===== config.mk =====
export PLATFORM = sky130hd
export DESIGN_NAME = robb_divider
export DESIGN_NICKNAME = d
export VERILOG_FILES = /design/src/design/robb_pkg.sv /design/src/design/robb_divider.sv
export SDC_FILE = /design/constraint.sdc
export NUM_CORES = 1
export LEC_CHECK = 0
export BUFFER_PORTS_ARGS = -buffer_cell sky130_fd_sc_hd__buf_2
export CAP_MARGIN = 25
export CORE_AREA = 2 2 122 124
export DETAILED_ROUTE_END_ITERATION = 6
export DIE_AREA = 0 0 124 126
export PLACE_DENSITY = 0.68
export SYNTH_ARGS = -nofsm -noshare
export SYNTH_HDL_FRONTEND = slang
export SYNTH_SLANG_ARGS = --single-unit

===== constraint.sdc =====
create_clock -name clk_i -period 2.7 [get_ports clk_i]
set_input_delay 0.27 -clock clk_i [delete_from_list [all_inputs] [get_ports clk_i]]
set_output_delay 0.27 -clock clk_i [all_outputs]
set_load 0.02 [all_outputs]

===== src/design/robb_pkg.sv =====
// Shared types and constants for the ray against oriented box slab test.
package robb_pkg;

  // Sequencer states of the per-axis evaluation.
  typedef enum logic [3:0] {
    ST_IDLE,
    ST_DELTA,
    ST_MUL,
    ST_REDUCE,
    ST_CHECK,
    ST_DIV_GO,
    ST_DIV_WAIT,
    ST_UPDATE,
    ST_FINISH
  } robb_state_e;

  // Configuration register indexes.
  localparam logic [2:0] REG_ORIGIN_X = 3'd0;
  localparam logic [2:0] REG_ORIGIN_Y = 3'd1;
  localparam logic [2:0] REG_ORIGIN_Z = 3'd2;
  localparam logic [2:0] REG_DIR_X    = 3'd3;
  localparam logic [2:0] REG_DIR_Y    = 3'd4;
  localparam logic [2:0] REG_DIR_Z    = 3'd5;
  localparam logic [2:0] REG_EPSILON  = 3'd6;
  localparam logic [2:0] REG_FAR_LIM  = 3'd7;

  // Quotient bits produced by the divider, one per cycle.
  localparam int unsigned DIV_STEPS = 32;

  // Divider request: magnitude of the numerator before the Q16 scaling.
  typedef struct packed {
    logic        start;
    logic [32:0] num_mag;
    logic [31:0] den;
  } robb_div_req_t;

  // Divider response: done pulse, quotient overflow and quotient magnitude.
  typedef struct packed {
    logic        done;
    logic        ovf;
    logic [31:0] mag;
  } robb_div_rsp_t;

endpackage


===== src/design/robb_divider.sv =====
// Radix-2 restoring divider for the Q16.16 slab distance quotient.
module robb_divider
  import robb_pkg::*;
(
  input  logic          clk_i,
  input  logic          rst_ni,
  input  robb_div_req_t req_i,
  output robb_div_rsp_t rsp_o
);

  localparam int unsigned CntW = $clog2(DIV_STEPS + 1);

  logic            busy_q, busy_d;
  logic            done_q, done_d;
  logic [CntW-1:0] cnt_q, cnt_d;
  logic [31:0]     rem_q, rem_d;
  logic [31:0]     quo_q, quo_d;
  logic [31:0]     den_q, den_d;
  logic            ovf_q, ovf_d;
  logic [32:0]     rem_sh;
  logic            ge;

  // One quotient bit per cycle; the low dividend bits shift out of quo_q
  // while the quotient bits shift in.
  always_comb begin
    busy_d = busy_q;
    done_d = 1'b0;
    cnt_d  = cnt_q;
    rem_d  = rem_q;
    quo_d  = quo_q;
    den_d  = den_q;
    ovf_d  = ovf_q;
    rem_sh = {rem_q, quo_q[31]};
    ge     = rem_sh >= {1'b0, den_q};
    if (req_i.start) begin
      busy_d = 1'b1;
      cnt_d  = '0;
      rem_d  = {15'b0, req_i.num_mag[32:16]};
      quo_d  = {req_i.num_mag[15:0], 16'b0};
      den_d  = req_i.den;
      // A high part at or above the divisor means a quotient of 2^32 or more.
      ovf_d  = {15'b0, req_i.num_mag[32:16]} >= req_i.den;
    end else if (busy_q) begin
      rem_d = ge ? 32'(rem_sh - {1'b0, den_q}) : rem_sh[31:0];
      quo_d = {quo_q[30:0], ge};
      cnt_d = cnt_q + 1'b1;
      if (cnt_q == CntW'(DIV_STEPS - 1)) begin
        busy_d = 1'b0;
        done_d = 1'b1;
      end
    end
  end

  // Control registers.
  always_ff @(posedge clk_i or negedge rst_ni) begin
    if (!rst_ni) begin
      busy_q <= 1'b0;
      done_q <= 1'b0;
      cnt_q  <= '0;
    end else begin
      busy_q <= busy_d;
      done_q <= done_d;
      cnt_q  <= cnt_d;
    end
  end

  // Datapath registers.
  always_ff @(posedge clk_i) begin
    rem_q <= rem_d;
    quo_q <= quo_d;
    den_q <= den_d;
    ovf_q <= ovf_d;
  end

  assign rsp_o.done = done_q;
  assign rsp_o.ovf  = ovf_q;
  assign rsp_o.mag  = quo_q;

endmodule


==> impl_results.rst <==
.. list-table::
   :header-rows: 1

   * - Metric
     - Value
   * - Number of distinct library cells after synthesis
     - 66
   * - Area overhead of the layout relative to synthesis
     - 33.9%
   * - Grt ovf
     - 0
   * - Post-route standard cell area excluding fillers
     - around 8500 sq um
   * - Run status
     - finished with violations
   * - Effective utilization at floorplan
     - around 44%
   * - CTS Buf Count
     - 9
   * - Die Span X
     - roughly 120 um
   * - Worst-margin pin slew
     - roughly 700 ps
   * - Rel. slew slack
     - a little over half
   * - Clock network latency to the later pin of the worst-skew pair
     - approximately 370 ps
   * - Wire length of the first global-routing pass
     - about 26000 um
   * - Setup Total Neg Slack
     - -1820 ps
   * - Post-synth ARST share
     - under 10%
   * - Proportion of netlist area held by the largest area contributor
     - 31.2%
   * - Max VDD drop
     - ~0.37 mV
   * - Type of origin of the critical path
     - flip-flop
   * - Ratio of final minimum period to clock period
     - 105%
   * - DRC marker count from the first detailed-route iteration
     - 307
   * - Final-report setup violation count
     - 25
   * - Leakage power summed over all cells
     - 4.03 nW
   * - Largest cells by area after synthesis
     - sky130_fd_sc_hd__edfxtp_1 31%, sky130_fd_sc_hd__ha_1 9.8%, sky130_fd_sc_hd__dfxtp_1 9.8%, sky130_fd_sc_hd__mux2i_1 6.6%, sky130_fd_sc_hd__inv_1 3.2%
   * - Root buffer cell
     - sky130_fd_sc_hd__clkbuf_16
   * - Data arrival at the endpoint of the critical path
     - between 2000 and 3000 ps
   * - Total count of hold-check failures in the final report
     - 0
   * - Post-synthesis share of cell area spent on and, or, nand and nor gates
     - a little under an eighth
   * - Number of nets in the layout
     - 939
   * - Largest family of logic cells by synthesized area
     - compound AO/OA/AOI/OAI gates
   * - Number of maximum-capacitance constraint violations
     - 0
   * - Final Routed Wirelength
     - 16400 um
   * - Area inside the core boundary
     - around 14000 sq um
   * - Number of standard cells in the layout, taps in and fillers out
     - 1009
   * - Synthesized cell area
     - between 6000 and 7000 sq um
   * - I/O pin cnt
     - roughly 100
   * - Post-synth net total
     - around 750
   * - Critical path type
     - reg -> reg
   * - DRT Pass-1 Iters
     - 5
   * - Maximum number of pins on one net before global-route repair
     - between 60 and 70
   * - Number of cells produced by synthesis
     - 626
   * - Ordered cell list for the critical path
     - inv_1 > ha_4 > and4_4 > nand3_4 > or4_4 > o21ai_4 > o221a_4 > buf_6 > nor3b_2 > a221o_1
   * - Adder and majority cell fraction of the synthesized area
     - 10.2%
   * - Post-synthesis sequential element count
     - about 110
   * - Max clock buf depth
     - 2
   * - Most used cells in the layout excluding fill and tap cells
     - 100 x sky130_fd_sc_hd__buf_2, 100 x sky130_fd_sc_hd__buf_4, 66 x sky130_fd_sc_hd__edfxtp_1
   * - Standard cell area after detailed placement
     - 7590 sq um
   * - Fraction of final layout cells sized beyond drive strength 1
     - a little over a third
   * - Post-synthesis cell type with the largest combined area
     - sky130_fd_sc_hd__edfxtp_1
   * - TritonCTS clock tree
     - yes
   * - Die boundary height
     - between 100 and 150 um
   * - Count of standard-cell rows
     - 44
   * - Cells on worst reg2reg path
     - 10
   * - Ys flop type
     - sky130_fd_sc_hd__edfxtp_1
   * - Setup repair after global routing missed its margin
     - yes
   * - Number of antenna-violating nets in the routed design
     - 0
   * - Clock-pin transition on the worst setup and hold timing paths
     - 80 ps
   * - Buffers on Ports
     - 101
   * - Final max-slew violation count
     - 0
   * - Largest incremental delay on the critical path
     - ~540 ps
   * - Crit-path slowest cell
     - sky130_fd_sc_hd__or4_4
   * - Areal power density over the cells
     - roughly 510 nW/um^2
   * - Compound-cell area share of the yosys netlist
     - 17.5%
   * - Worst-case register-to-register setup slack
     - -130 ps
   * - CP Max Fanout
     - 5
   * - Final clock skew
     - between 10 and 15 ps
   * - Utilization of the core after routing
     - around 59%
   * - GP Congestion
     - 0.942
   * - DRC violation count after routing
     - 0
   * - Min-Delay Path Class
     - in -> reg
   * - Category of the worst setup path capture point
     - flip-flop
   * - Setup slack at placement
     - -385 ps
   * - Via-per-instance ratio
     - ~5.4
   * - Multiplexer fraction of the synthesized cell area
     - 6.85%
   * - Failing checks
     - negative setup slack
   * - Number of antenna violations at the first check in global routing
     - 0
   * - Post-synthesis sequential area ratio
     - ~44%
   * - Post-synthesis share of cell area spent on xor and xnor gates
     - 4.27%
   * - Sink count of the clock tree
     - ~110
   * - Deepest level of the CTS H-tree
     - 3
   * - Required time of the critical path
     - 2810 ps
   * - Average routed wire per standard cell
     - approximately 16 um
   * - Highest clock frequency the design can meet
     - around 350 MHz
   * - Total number of vias
     - between 5000 and 6000
   * - Depth of the worst hold-timing path
     - 1
   * - Post-layout min period
     - 2830 ps
   * - Die ar.
     - approximately 16000 sq um
   * - HPWL after detailed placement
     - 11300 um
   * - Synth Area per Inst
     - a little over 10 sq um
   * - Vias in the first global route
     - about 5600
   * - Number of synthesis warnings
     - 0
   * - Setup slack of the critical path after layout
     - -130 ps
   * - Number of flops mapped to enable cells by yosys
     - 66
   * - GRT Total Usage
     - a little over a fifth
   * - Post-Place Cells
     - 964
   * - Number of diodes added for antenna fixing
     - 0
[timing repair]
| action | CTS | global route |
|---|---|---|
| hold buffers | 1 | 0 |
| endpoints found under the hold margin | 8 | 0 |
| gates resized for setup | 47 | 28 |
| endpoints found under the setup margin | 33 | 33 |
| setup buffers | 15 | 12 |
| pin swaps | 31 | 17 |
| gates cloned | 1 | 2 |
[per-stage QoR]
stage	power, mW	hold slack, ps
after floorplan	2.46	-25.6
after global placement	2.82	113
after detailed placement	2.85	123
after CTS	4.28	78.4
after global routing	4.53	80.2
final	4.32	84.6
[where the power goes]
group	total (mW)	internal (mW)	switching, mW	leakage (nW)
Combinational	1.13	0.568	0.563	2.84
Clock	1.33	0.656	0.675	0.149
Sequential	1.86	1.81	0.0538	1.04
Total	4.32	3.03	1.29	4.03
[kinds of logic (layout without fill, tap and decap cells)]
logic type,Yosys count,count (layout)
AOI/OAI and AO/OA,160,162
and+or+nand+nor,154,154
DFF,105,105
buffers and inverters,82,279
adders and majority gates,51,51
muxes,43,43
xor gates and xnor gates,31,31
[cell usage after synthesis, types with 5 or more instances]
| master | n |
|---|---|
| sky130_fd_sc_hd__edfxtp_1 | 66 |
| sky130_fd_sc_hd__inv_1 | 54 |
| sky130_fd_sc_hd__nor2_1 | 52 |
| sky130_fd_sc_hd__ha_1 | 50 |
| sky130_fd_sc_hd__mux2i_1 | 42 |
| sky130_fd_sc_hd__nand2_1 | 42 |
| sky130_fd_sc_hd__a21oi_1 | 37 |
| sky130_fd_sc_hd__dfxtp_1 | 31 |
| sky130_fd_sc_hd__o21ai_1 | 24 |
| sky130_fd_sc_hd__a21o_1 | 20 |
| sky130_fd_sc_hd__xnor2_1 | 18 |
| sky130_fd_sc_hd__clkbuf_1 | 16 |
| sky130_fd_sc_hd__a22o_1 | 15 |
| sky130_fd_sc_hd__a211oi_1 | 13 |
| sky130_fd_sc_hd__xor2_1 | 13 |
| sky130_fd_sc_hd__nor2b_1 | 12 |
| sky130_fd_sc_hd__o21ai_0 | 11 |
| sky130_fd_sc_hd__dfrtp_1 | 8 |
| sky130_fd_sc_hd__nand3_1 | 8 |
| sky130_fd_sc_hd__nand4_1 | 8 |
| sky130_fd_sc_hd__nor4_1 | 5 |
[layout make-up]
type	count	area [sq um]
clock buffers	9	225
clock inverters	7	71.3
fillers	1180	5800
inverters	54	203
multi-input cells	441	3600
flip-flops and latches	105	2800
well taps	184	230
repair buffers	209	1380
[metal layers]
layer  vias up  share of wire, %  GRT usage [%]
met3        27               5.2           5.12
met5         -                 0              0
li1       2668                 -              -
met2       147                49           35.9
met4         0               2.1           7.73
met1      2590                44           26.3
[registers in the layout, indices dropped and copies added (netlist names)]
register  flops
done_q        1
rem_q        32
ovf_q         1
den_q        32
busy_q        1
cnt_q         6
quo_q        32
[worst max-delay path: cells and delay by family, from the launching register on]
| kind | cells | cell delay [ps] |
|---|---|---|
| buf+inv | 2 | 220 |
| fa+ha+maj | 1 | 280 |
| simple gates | 4 | 930 |
| flops | 1 | 340 |
| compound gates | 3 | 810 |
[final timing paths]
path | endpoint | startpoint
setup / recovery | rem_q[3] | den_q[23]
hold / removal | den_q[8] | req_i[8]
setup reg to reg | rem_q[3] | den_q[23]
hold reg to reg | rem_q[30] | rem_q[30]
max in group asynchronous | busy_q | rst_ni
min in group asynchronous | cnt_q[1] | rst_ni
(Power assumes the default switching activity.)
